`src/design/kdcc_pkg.sv`:
```
// Shared types, constants and helpers of the keyword detection confirm/cooldown unit.
`timescale 1ns / 1ps
package kdcc_pkg;

	localparam int MAX_CLASSES     = 8;
	localparam int NUM_CLASSES_DEF = 8;
	localparam int NUM_LIMITS      = MAX_CLASSES - 1;
	localparam int CLASS_W         = 3;
	localparam int SCORE_W         = 8;
	localparam int HITS_W          = 8;
	localparam int FRAME_W         = 32;
	localparam int LIMIT_W         = 24;
	localparam int COOL_W          = 16;
	localparam int DATA_W          = 32;
	localparam int ADDR_W          = 5;

	localparam logic [HITS_W-1:0] HIT_MAX       = 8'hFF;
	localparam logic [HITS_W-1:0] CONFIRM_RESET = 8'd2;

	typedef logic [LIMIT_W-1:0] limit_t;
	typedef limit_t [NUM_LIMITS-1:0] limit_vec_t;

	// Reset values of the per-class limits: threshold in 23:16, cooldown in 15:0.
	localparam limit_vec_t LIMITS_RESET = '{
		{8'd98, 16'd18},	// class 7
		{8'd98, 16'd18},	// class 6
		{8'd96, 16'd20},	// class 5
		{8'd96, 16'd20},	// class 4
		{8'd94, 16'd16},	// class 3
		{8'd94, 16'd16},	// class 2
		{8'd96, 16'd20}		// class 1
	};

	typedef enum logic [2:0] {
		REG_CLASS1_LIMITS = 3'd0,
		REG_CLASS2_LIMITS = 3'd1,
		REG_CLASS3_LIMITS = 3'd2,
		REG_CLASS4_LIMITS = 3'd3,
		REG_CLASS5_LIMITS = 3'd4,
		REG_CLASS6_LIMITS = 3'd5,
		REG_CLASS7_LIMITS = 3'd6,
		REG_CONFIRM       = 3'd7
	} reg_idx_t;

	typedef logic [SCORE_W-1:0] score_t;
	typedef score_t [MAX_CLASSES-1:0] score_vec_t;

	typedef struct packed {
		logic [SCORE_W-1:0] score_0;
		logic [SCORE_W-1:0] score_1;
		logic [SCORE_W-1:0] score_2;
		logic [SCORE_W-1:0] score_3;
		logic [SCORE_W-1:0] score_4;
		logic [SCORE_W-1:0] score_5;
		logic [SCORE_W-1:0] score_6;
		logic [SCORE_W-1:0] score_7;
	} in_t;

	typedef struct packed {
		logic               report;
		logic [CLASS_W-1:0] keyword;
		logic [SCORE_W-1:0] confidence;
		logic [FRAME_W-1:0] frame_number;
	} out_t;

	// What one class lane found for the current frame.
	typedef struct packed {
		logic pass;		// score reaches the class threshold
		logic cooling;	// class reported recently, report must be held back
	} lane_flags_t;

	function automatic score_vec_t scores_of(input in_t d);
		score_vec_t v;
		v[0] = d.score_0;
		v[1] = d.score_1;
		v[2] = d.score_2;
		v[3] = d.score_3;
		v[4] = d.score_4;
		v[5] = d.score_5;
		v[6] = d.score_6;
		v[7] = d.score_7;
		return v;
	endfunction

endpackage

```
`src/design/kdcc_lane.sv`:
```
// One keyword class lane: threshold test, cooldown test and last report frame.
`timescale 1ns / 1ps
module kdcc_lane (
	input  logic                          clk,
	input  logic                          arst_n,
	input  logic [kdcc_pkg::SCORE_W-1:0]  score,
	input  kdcc_pkg::limit_t              limits,
	input  logic [kdcc_pkg::FRAME_W-1:0]  frame_next,
	input  logic                          report_wr,
	output kdcc_pkg::lane_flags_t         flags
);
	import kdcc_pkg::*;

	logic [FRAME_W-1:0] last_report_q;
	logic [FRAME_W-1:0] delta;

	always_ff @(posedge clk or negedge arst_n) begin
		if (!arst_n) begin
			last_report_q <= '0;
		end else if (report_wr) begin
			last_report_q <= frame_next;
		end
	end

	// A stored zero means the class has never been reported.
	assign delta         = frame_next - last_report_q;
	assign flags.pass    = score >= limits[LIMIT_W-1:COOL_W];
	assign flags.cooling = (last_report_q != '0) &&
		(delta <= {{(FRAME_W-COOL_W){1'b0}}, limits[COOL_W-1:0]});

endmodule

```
`src/design/kdcc_merge.sv`:
```
// Merging stage: picks the winning class and the flags of its lane.
`timescale 1ns / 1ps
module kdcc_merge #(
	parameter int NUM_CLASSES = kdcc_pkg::NUM_CLASSES_DEF
) (
	input  kdcc_pkg::score_vec_t                      scores,
	input  kdcc_pkg::lane_flags_t [NUM_CLASSES-1:0]   flags,
	output logic [kdcc_pkg::CLASS_W-1:0]              win,
	output logic [kdcc_pkg::SCORE_W-1:0]              best,
	output kdcc_pkg::lane_flags_t                     win_flags
);
	import kdcc_pkg::*;

	// Strictly greater replaces the leader, so the lowest index wins a tie.
	always_comb begin
		win       = '0;
		best      = scores[0];
		win_flags = flags[0];
		for (int i = 1; i < NUM_CLASSES; i++) begin
			if (scores[i] > best) begin
				win       = CLASS_W'(i);
				best      = scores[i];
				win_flags = flags[i];
			end
		end
	end

endmodule

```
`src/design/keyword_detection_confirm_cooldown_unit.sv`:
```
// Top level of the keyword detection unit with confirmation and report cooldown.
`timescale 1ns / 1ps
// The result of an accepted frame is registered in the output stage, or in the skid stage.
// Throughput: one frame per cycle while the skid stage is empty; the class lanes, argmax chain
// and pending-state update are combinational, and a skid stage lets requests keep flowing.
// Reset (arst_n low) clears the frame counter, pending candidate, per-class last report
// frames and both output stages, and restores every configuration register to its default.
module keyword_detection_confirm_cooldown_unit #(
	parameter int NUM_CLASSES = kdcc_pkg::NUM_CLASSES_DEF
) (
	input  logic                         clk,
	input  logic                         arst_n,
	input  logic                         in_valid,
	output logic                         in_ready,
	input  kdcc_pkg::in_t                in_data,
	output logic                         out_valid,
	input  logic                         out_ready,
	output kdcc_pkg::out_t               out_data,
	input  logic                         psel,
	input  logic                         penable,
	input  logic                         pwrite,
	input  logic [kdcc_pkg::ADDR_W-1:0]  paddr,
	input  logic [kdcc_pkg::DATA_W-1:0]  pwdata,
	output logic [kdcc_pkg::DATA_W-1:0]  prdata,
	output logic                         pready
);
	import kdcc_pkg::*;

	// ------------------------------------------------------------------
	// Configuration registers. Register n sits at byte address 4*n, so the
	// register index is simply the word address.
	// ------------------------------------------------------------------
	limit_vec_t          limits_q;
	logic [HITS_W-1:0]   confirm_q;
	reg_idx_t            reg_idx;
	logic                cfg_wr;

	assign pready  = 1'b1;
	assign reg_idx = reg_idx_t'(paddr[ADDR_W-1:2]);
	assign cfg_wr  = psel && penable && pwrite && pready;

	always_ff @(posedge clk or negedge arst_n) begin
		if (!arst_n) begin
			limits_q  <= LIMITS_RESET;
			confirm_q <= CONFIRM_RESET;
		end else if (cfg_wr) begin
			if (reg_idx == REG_CONFIRM) begin
				confirm_q <= pwdata[HITS_W-1:0];
			end else begin
				limits_q[reg_idx] <= pwdata[LIMIT_W-1:0];
			end
		end
	end

	always_comb begin
		if (reg_idx == REG_CONFIRM) begin
			prdata = {{(DATA_W-HITS_W){1'b0}}, confirm_q};
		end else begin
			prdata = {{(DATA_W-LIMIT_W){1'b0}}, limits_q[reg_idx]};
		end
	end

	// ------------------------------------------------------------------
	// Request acceptance. A request is taken whenever the skid stage is
	// empty, so a result waiting in the output stage does not stall input.
	// ------------------------------------------------------------------
	logic               out_valid_q;
	logic               skid_valid_q;
	out_t               out_data_q;
	out_t               skid_data_q;
	logic               accept;

	assign in_ready = !skid_valid_q;
	assign accept   = in_valid && in_ready;

	// ------------------------------------------------------------------
	// Frame state: counter and the pending candidate.
	// ------------------------------------------------------------------
	logic [FRAME_W-1:0] frame_counter_q;
	logic [CLASS_W-1:0] pending_class_q;
	logic [HITS_W-1:0]  pending_hits_q;
	logic [FRAME_W-1:0] pending_frame_q;
	logic [FRAME_W-1:0] frame_next;

	assign frame_next = frame_counter_q + 1'b1;

	// ------------------------------------------------------------------
	// Class lanes. Lane 0 is the unknown class: it never qualifies and
	// has no thresholds or cooldown, so its flags are tied off.
	// ------------------------------------------------------------------
	score_vec_t                            scores;
	lane_flags_t [NUM_CLASSES-1:0]         flags;
	logic [CLASS_W-1:0]                    win;
	logic [SCORE_W-1:0]                    best;
	lane_flags_t                           win_flags;
	logic                                  report;

	assign scores   = scores_of(in_data);
	assign flags[0] = '0;

	for (genvar g = 1; g < NUM_CLASSES; g++) begin : g_lane
		kdcc_lane u_lane (
			.clk        (clk),
			.arst_n     (arst_n),
			.score      (scores[g]),
			.limits     (limits_q[g-1]),
			.frame_next (frame_next),
			.report_wr  (accept && report && (win == CLASS_W'(g))),
			.flags      (flags[g])
		);
	end

	kdcc_merge #(
		.NUM_CLASSES (NUM_CLASSES)
	) u_merge (
		.scores    (scores),
		.flags     (flags),
		.win       (win),
		.best      (best),
		.win_flags (win_flags)
	);

	// ------------------------------------------------------------------
	// Candidate update. The hit run continues only when the same class won
	// the immediately previous frame, i.e. the pending frame is the current
	// counter value before this frame's increment.
	// ------------------------------------------------------------------
	logic               qualified;
	logic               run_continues;
	logic [HITS_W-1:0]  hits_new;
	out_t               result;

	assign qualified     = (win != '0) && win_flags.pass;
	assign run_continues = (pending_class_q == win) && (pending_frame_q == frame_counter_q);

	always_comb begin
		if (!run_continues) begin
			hits_new = HITS_W'(1);
		end else if (pending_hits_q == HIT_MAX) begin
			hits_new = HIT_MAX;
		end else begin
			hits_new = pending_hits_q + 1'b1;
		end
	end

	// A confirm count of zero behaves as one, since the hit count is at least one here.
	assign report = qualified && (hits_new >= confirm_q) && !win_flags.cooling;

	assign result.report       = report;
	assign result.keyword      = win;
	assign result.confidence   = best;
	assign result.frame_number = frame_next;

	always_ff @(posedge clk or negedge arst_n) begin
		if (!arst_n) begin
			frame_counter_q <= '0;
			pending_class_q <= '0;
			pending_hits_q  <= '0;
			pending_frame_q <= '0;
		end else if (accept) begin
			frame_counter_q <= frame_next;
			if (qualified) begin
				pending_class_q <= win;
				pending_hits_q  <= hits_new;
				pending_frame_q <= frame_next;
			end else begin
				pending_class_q <= '0;
				pending_hits_q  <= '0;
				pending_frame_q <= '0;
			end
		end
	end

	// ------------------------------------------------------------------
	// Output register with skid stage. The skid stage only fills when a
	// request is accepted while the output stage is held by the consumer.
	// ------------------------------------------------------------------
	always_ff @(posedge clk or negedge arst_n) begin
		if (!arst_n) begin
			out_valid_q  <= 1'b0;
			skid_valid_q <= 1'b0;
		end else if (!out_valid_q || out_ready) begin
			if (skid_valid_q) begin
				out_valid_q  <= 1'b1;
				skid_valid_q <= 1'b0;
			end else begin
				out_valid_q <= accept;
			end
		end else if (accept) begin
			skid_valid_q <= 1'b1;
		end
	end

	always_ff @(posedge clk) begin
		if (!out_valid_q || out_ready) begin
			if (skid_valid_q) begin
				out_data_q <= skid_data_q;
			end else if (accept) begin
				out_data_q <= result;
			end
		end else if (accept) begin
			skid_data_q <= result;
		end
	end

	assign out_valid = out_valid_q;
	assign out_data  = out_data_q;

endmodule
```
`config.mk`:
```
export PLATFORM = sky130hd
export DESIGN_NAME = keyword_detection_confirm_cooldown_unit
export DESIGN_NICKNAME = d
export VERILOG_FILES = /design/src/design/kdcc_pkg.sv /design/src/design/kdcc_lane.sv /design/src/design/kdcc_merge.sv /design/src/design/keyword_detection_confirm_cooldown_unit.sv
export SDC_FILE = /design/constraint.sdc
export NUM_CORES = 2
export LEC_CHECK = 0
export ABC_AREA = 1
export BUFFER_PORTS_ARGS = -buffer_cell sky130_fd_sc_hd__clkbuf_2
export CAP_MARGIN = 15
export CORE_MARGIN = 2
export CORE_UTILIZATION = 25
export CTS_CLUSTER_DIAMETER = 60
export DETAILED_ROUTE_END_ITERATION = 10
export PLACE_DENSITY = 0.46
export SLEW_MARGIN = 30
export SYNTH_ARGS = -nofsm -noshare
export SYNTH_HDL_FRONTEND = slang
export SYNTH_SLANG_ARGS = --single-unit
```
`constraint.sdc`:
```
create_clock -name clk -period 7.29 [get_ports clk]
set_input_delay 0.3645 -clock clk [delete_from_list [all_inputs] [get_ports clk]]
set_output_delay 0.3645 -clock clk [all_outputs]
set_load 0.01 [all_outputs]
```
* Word level (Yosys, flattened, before mapping)
Cells that the tools add are included.
Widths: inputs -> output; s select.
** Storage, ports and cells
- Output and inout bits :: 79
- Bits of input ports :: 108
- Register bits after elaboration :: 565
- Word-level logic and storage cells :: 153
** Operators by class
- $add $sub $neg :: 9
- Bitwise gates (word level) :: 2
- Equality and inequality tests :: 11
- Reductions and logical operators :: 41
- Magnitude comparators :: 24
- Mux-type cells :: 37
** Operator list (count)
- $le 32x16->1 :: 7
- $reduce_bool 32->1 :: 7
- $sub 32x32->32 :: 7
- $bwmux 168 :: 1
- $mux 44 :: 2
- $mux 8 :: 10
- $bmux 24 s3 :: 1
- $demux 24 s3 :: 1
- $mux 24 :: 3
- $ge 8x8->1 :: 8
- $gt 8x8->1 :: 7
- $add 32x1->32 const B :: 1
- $eq 32x32->1 :: 1
- $mux 32 :: 1
- $logic_and 1x1->1 :: 23
- $mux 2 :: 9
- $eq 3x3->1 const B :: 5
- $mux 3 :: 5
- $add 8x1->8 const B :: 1
- $eq 8x8->1 const B :: 1
- $reduce_and 2->1 :: 4
- $eq 3x2->1 const B :: 2
- $lt 3x4->1 const B :: 1
- $mux 1 :: 4
- 8 further kinds :: 12

* Logic depth before layout (Yosys ltp)
- Depth after elaboration :: 22
- Depth in mapped cells :: 104
- Gate-level depth less buffers :: 92

* Cells and area by module
From an unflattened synthesis, not the netlist that was laid out.
** Second synthesis, totals
- Cell total of the unflattened synthesis :: 7639
- Area total of the unflattened synthesis :: 49536.3 µm²
** Modules (own cells, without submodules)
- kdcc_lane at g_lane[2].u_lane ... :: area each 4481.8 µm², cells an instance 771, times used 5, sequential area each 800.8 µm²
- keyword_detection_confirm_cooldown_unit :: area each 15932.8 µm², cells an instance 1840, times used 1, sequential area each 9017.4 µm²
- kdcc_lane at g_lane[1].u_lane :: area each 4438.0 µm², cells an instance 768, times used 1, sequential area each 800.8 µm²
- kdcc_lane at g_lane[3].u_lane :: area each 4360.4 µm², cells an instance 753, times used 1, sequential area each 800.8 µm²
- kdcc_merge :: area each 2396.0 µm², cells an instance 423, times used 1, sequential area each 0.0 µm²

* Worst setup path after synthesis
Ideal clock, no wire load.
- Kind :: input port to flip-flop
- Start point :: input in_data[63] (netlist bit)
- End point :: register g_lane[4].u_lane.last_report_q[3]
- Arrival :: 12056 ps
- Required time :: 7169 ps
- Library setup time :: 121 ps
- Stages :: 89
- Buffers on the path :: 12
- Setup slack :: -4887 ps
- Cell sequence :: inv_1 -> ha_1 -> a21o_1 -> nor2_1 -> nand2_2 -> nand2_4 -> clkbuf_1 -> nand2_1 -> o21ai_0 -> ha_1 -> a21oi_1 -> nor2_1 -> a211oi_1 -> nand2_2 -> nand2_4 -> clkbuf_1 -> nand2_1 -> o21ai_0 -> (+53 left out) -> nor2_1 -> ha_1 -> o21ai_0 -> nand2_1 -> a21oi_1 -> o21bai_1 -> a21oi_1 -> o21bai_1 -> a21oi_1 -> nor2_1 -> o21ai_1 -> inv_1 -> nand2_2 -> nor2_4 -> buf_4 -> buf_2 -> nand3_1 -> nand2_1
** Between the ends
- Longest elaborated chain between the ends :: 22
- Elaborated cells between the ends (all ways) :: 39
- Classes of those cells :: order compare: 8; eq/ne: 2; mux: 21; reduce/logical: 8
** Ends and longest elaborated chain
- start: declaration :: line keyword_detection_confirm_cooldown_unit.sv:15 : input kdcc_pkg::in_t in_data,
- $gt 8x8->1 :: line kdcc_merge.sv:20 : if (scores[i] > best) begin
- $mux 8 (*) :: line kdcc_merge.sv:20
- $gt 8x8->1 :: line kdcc_merge.sv:20
- $mux 8 (*) :: line kdcc_merge.sv:20
- $gt 8x8->1 :: line kdcc_merge.sv:20
- $mux 8 (*) :: line kdcc_merge.sv:20
- $gt 8x8->1 :: line kdcc_merge.sv:20
- $mux 8 :: line kdcc_merge.sv:20
- (+6 left out)
- net u_merge.win, one bit :: line kdcc_merge.sv:8 : output logic [kdcc_pkg::CLASS_W-1:0] win,
- $eq 3x3->1 :: line keyword_detection_confirm_cooldown_unit.sv:134 : assign run_continues = (pending_class_q == win) && (pending_frame_q == frame_counter_q);
- $logic_and 1x1->1 :: line keyword_detection_confirm_cooldown_unit.sv:134
- $mux 8 :: line keyword_detection_confirm_cooldown_unit.sv:137 : if (!run_continues) begin
- $ge 8x8->1 :: line keyword_detection_confirm_cooldown_unit.sv:147 : assign report = qualified && (hits_new >= confirm_q) && !win_flags.cooling;
- $logic_and 1x1->1 (2 in a row) :: line keyword_detection_confirm_cooldown_unit.sv:147
- $logic_and 1x1->1 :: line keyword_detection_confirm_cooldown_unit.sv:108 : .report_wr (accept && report && (win == CLASS_W'(g))),
- $logic_and 1x1->1 (*) :: line keyword_detection_confirm_cooldown_unit.sv:108
- end signal: assignment :: line kdcc_lane.sv:21 : last_report_q <= frame_next;
- end: declaration :: line kdcc_lane.sv:14 : logic [FRAME_W-1:0] last_report_q;
Mark *: on every way through the listed nets, which the timed path passes. The rest lies on a longest branch.
A chain may end at the register's enable or synchronous reset.

* Worst setup path in the final report
- Start point :: input in_data[63] (netlist bit)
- End point :: register g_lane[3].u_lane.last_report_q[31]
** Between the ends
- Longest elaborated chain between the ends :: 22
- Elaborated cells between the ends (all ways) :: 39
- Classes of those cells :: order compare: 8; eq/ne: 2; mux: 21; reduce/logical: 8
** Ends and longest elaborated chain (line)
- $gt 8x8->1 :: kdcc_merge.sv:20
- $mux 8 :: kdcc_merge.sv:20
- $gt 8x8->1 :: kdcc_merge.sv:20
- $mux 8 :: kdcc_merge.sv:20
- $gt 8x8->1 :: kdcc_merge.sv:20
- $mux 8 :: kdcc_merge.sv:20
- $gt 8x8->1 :: kdcc_merge.sv:20
- $mux 8 :: kdcc_merge.sv:20
- (+5 left out)
- $mux 3 :: kdcc_merge.sv:20
- $eq 3x3->1 :: keyword_detection_confirm_cooldown_unit.sv:134
- $logic_and 1x1->1 :: keyword_detection_confirm_cooldown_unit.sv:134
- $mux 8 :: keyword_detection_confirm_cooldown_unit.sv:137
- $ge 8x8->1 :: keyword_detection_confirm_cooldown_unit.sv:147
- $logic_and 1x1->1 (2 in a row) :: keyword_detection_confirm_cooldown_unit.sv:147
- $logic_and 1x1->1 :: keyword_detection_confirm_cooldown_unit.sv:108
- $logic_and 1x1->1 (*) :: keyword_detection_confirm_cooldown_unit.sv:108
- end signal: assignment :: kdcc_lane.sv:21
- end: declaration :: kdcc_lane.sv:14
Every way passes the cells marked *; elsewhere a longest branch is shown, timed or not.

==> flow_metrics.env <==
export IMPL_period_share=1.43
export IMPL_post_synth_main_area_contributors="dfrtp_1, ha_1, nand2_1"
export IMPL_hold_viol=0
export IMPL_grtUsageMet3=0.0224
export IMPL_cts_max_path_buffers=3
export IMPL_final_cell_mix="nand2_1, inv_1, buf_4, dfrtp_1, ha_1"
export IMPL_cts_tree="yes"
export IMPL_final_area_sq_um=54500
export IMPL_cts_root_buf="clkbuf_16"
export IMPL_grt_max_degree=144
export IMPL_die_h_um=411
export IMPL_rrSetupSlack_ps=120
export IMPL_place_gp_congestion=0.888
export IMPL_path_buf_inv=45
export IMPL_core_area_sq_um=165000
export IMPL_setup_viol=291
export IMPL_cts_htree_levels=3
export IMPL_worst_pin_slew_ps=1010
export IMPL_fmax_mhz=96.0
export IMPL_worst_path_stages=87
export IMPL_hold_class="input pin to flip-flop"
export IMPL_period_minus_slack_ps=10420
export IMPL_outcome="complete, but fails checks"
export IMPL_start_util=0.251
export IMPL_grt_usage=0.185
export IMPL_ant_nets=0
export IMPL_hpwlAfterDp_um=122000
export IMPL_setup_tns_ps=-844000
export IMPL_grtUsageMet1=0.255
export IMPL_p_per_area_nw_per_um2=484
export IMPL_r2r_cells=54
export IMPL_row_count=149
export IMPL_ys_seq_area_frac=0.353
export IMPL_synth_top_area_frac=0.267
export IMPL_synth_cell_type_count=64
export IMPL_io_buffers=167
export IMPL_ys_flop_type="dfrtp_1"
export IMPL_crit_top_cell="buf_4"
export IMPL_routed_wl_um=161000
export IMPL_cp_end_kind="flip-flop"
export IMPL_grt_pass1_wl_um=239000
export IMPL_fp_dieW_um=411
export IMPL_critPathArrivalTime_ps=10980
export IMPL_slowest_delay_ps=290
export IMPL_crit_start="in_data[63]"
export IMPL_grt_use_met2=0.303
export IMPL_clkTransAtPathRegs_ps=60
export IMPL_synth_edff_count=88
export IMPL_peakVddDrop_v=0.000337
export IMPL_netlist_instances=5245
export IMPL_grt_pass1_vias=38500
export IMPL_nFillCells=17300
export IMPL_final_common_cell="nand2_1"
export IMPL_violations="setup timing"
export IMPL_routedWlPerCell_um=19.7
export IMPL_drc_errors=0
export IMPL_p_leak_nw=26.1
export IMPL_cp_top_family="buffers and inverters"
export IMPL_drtIter0Drc=3261
export IMPL_reg2reg_from="frame_counter_q[0]"
export IMPL_min_from="pwdata[6]"
export IMPL_required_ps=7850
export IMPL_critPathMaxFanout=18
export IMPL_rsz0062_at_grt="yes"
export IMPL_die_area_sq_um=169000
export IMPL_overflow=0
export IMPL_min_path_cells=3
export IMPL_synth_seq_cells=565
export IMPL_skew_ps=26.2
export IMPL_dr_pass1_iters=6
export IMPL_avgSynthCellArea_sq_um=7.90
export IMPL_antenna_found_initial=10
export IMPL_grt_busiest_layer="met2"
export IMPL_nets=6494
export IMPL_synth_area_sq_um=41400
export IMPL_crit_type="input pin to flip-flop"
export IMPL_start_kind="input pin"
export IMPL_cts_buffers=83
export IMPL_r2r_end="g_lane[3].u_lane.last_report_q[31]"
export IMPL_max_cap_violations=0
export IMPL_ioPinCount=187
export IMPL_dp_slack_ps=-4280
export IMPL_final_layout_size_suffix_gt1_frac=0.207
export IMPL_async_flop_share=0.844
export IMPL_vias_per_cell=4.77
export IMPL_whs_ps=52.7
export IMPL_area_growth_syn_to_layout_pct=31.6
export IMPL_ys_warnings_count=0
export IMPL_placed_area_sq_um=48800
export IMPL_setup_ws_ps=-3130
export IMPL_clkLatencyLatePin_ps=670
export IMPL_slew_violations=0
export IMPL_via_count=39100
export IMPL_maxSlewHeadroom=0.323
export IMPL_yosysTopAreaCell="dfrtp_1"
export IMPL_cts_sinks=565
export IMPL_hold_path_endpoint="limits_q[30]"
export IMPL_cpMaxStageDelayCell="ha_1"
==> state kept, by name, indices dropped and copies added, names as in the netlist, 3 cells and up <==
signal                       count
pending_class_q                  3
pending_frame_q                 32
out_data                        44
confirm_q                        8
pending_hits_q                   8
skid_data_q                     44
g_lane.u_lane.last_report_q    224
frame_counter_q                 32
limits_q                       168
==> layout make-up <==
| class | instances | area [sq um] | share of cell area |
|---|---|---|---|
| flip-flops and latches | 565 | 14600 | 0.268 |
| diodes | 4 | 10.0 | 0.000184 |
| repair buffers | 781 | 6780 | 0.124 |
| multi-input cells | 3760 | 24700 | 0.452 |
| clock inverters | 41 | 544 | 0.00999 |
| clock buffers | 113 | 2320 | 0.0426 |
| inverters | 741 | 2820 | 0.0518 |
| well taps | 2189 | 2740 | 0.0503 |
==> cells in the mapped netlist, drive strengths merged (32+ instances only) <==
cell    instances
a21boi         32
a21oi         327
buf            89
clkbuf        102
dfrtp         442
dfstp          35
edfxtp         88
ha            447
inv           717
nand2        1130
nand3         326
nand4          94
nor2          159
nor3           36
nor4           47
o21a           37
o21ai         427
o21bai        245
o22ai          62
xnor2          63
xor2          163
==> power by group <==
group	internal [W]	switching, W
logic	0.00705	0.0103
registers	0.00432	0.000501
clock network	0.00261	0.00164
total	0.0140	0.0124
==> how the worst max path moves through the flow <==
stage / endpoint
after floorplan: g_lane[7].u_lane.last_report_q[14]
after global placement: g_lane[1].u_lane.last_report_q[13]
after detailed placement: g_lane[1].u_lane.last_report_q[10]
after CTS: g_lane[3].u_lane.last_report_q[31]
after global routing: g_lane[4].u_lane.last_report_q[26]
final: g_lane[3].u_lane.last_report_q[31]
==> logic make-up (layout without fill, tap and decap cells) <==
logic type / count (synthesis) / count (layout) / share of synthesized area
compound gates: 1245 / 1248 / 0.181
flops: 565 / 565 / 0.353
other cells: 2 / 13 / 0.000181
simple gates: 1821 / 1823 / 0.190
xor+xnor: 226 / 226 / 0.0478
fa+ha+maj: 454 / 454 / 0.138
buf+inv: 932 / 1676 / 0.0893
==> through the flow <==
stage | utilization | std cells | total power, W
2_1_floorplan | - | 5252 | 0.0142
3_3_place_gp | 0.296 | 7878 | 0.0201
3_5_place_dp | 0.296 | 7879 | 0.0203
4_1_cts | 0.323 | 8146 | 0.0252
5_1_grt | 0.331 | 8193 | 0.0285
6_report | 0.331 | 8194 | 0.0264
==> tightest hold or removal path: cells and delay by family <==
family | cells | cell delay, ps
AND/OR/NAND/NOR | 1 | 70
buffers and inverters | 1 | 180
AO/OA/AOI/OAI | 1 | 60
==> timing repair <==
item,CTS,global route
cloned,9,12
endpoints found under the hold margin,74,0
hold buffers,11,0
setup endpoints to repair,291,291
setup buffers,95,33
gates resized for setup,116,172
pin swaps,90,124
==> per-layer routing <==
layer  up-vias  wire length (um)
met5         -                 0
met4         0              4670
met3       211              7610
met2       953             74800
met1     18800             74300
li1      19100                 -
No activity file was read; power rests on OpenSTA's default activity.
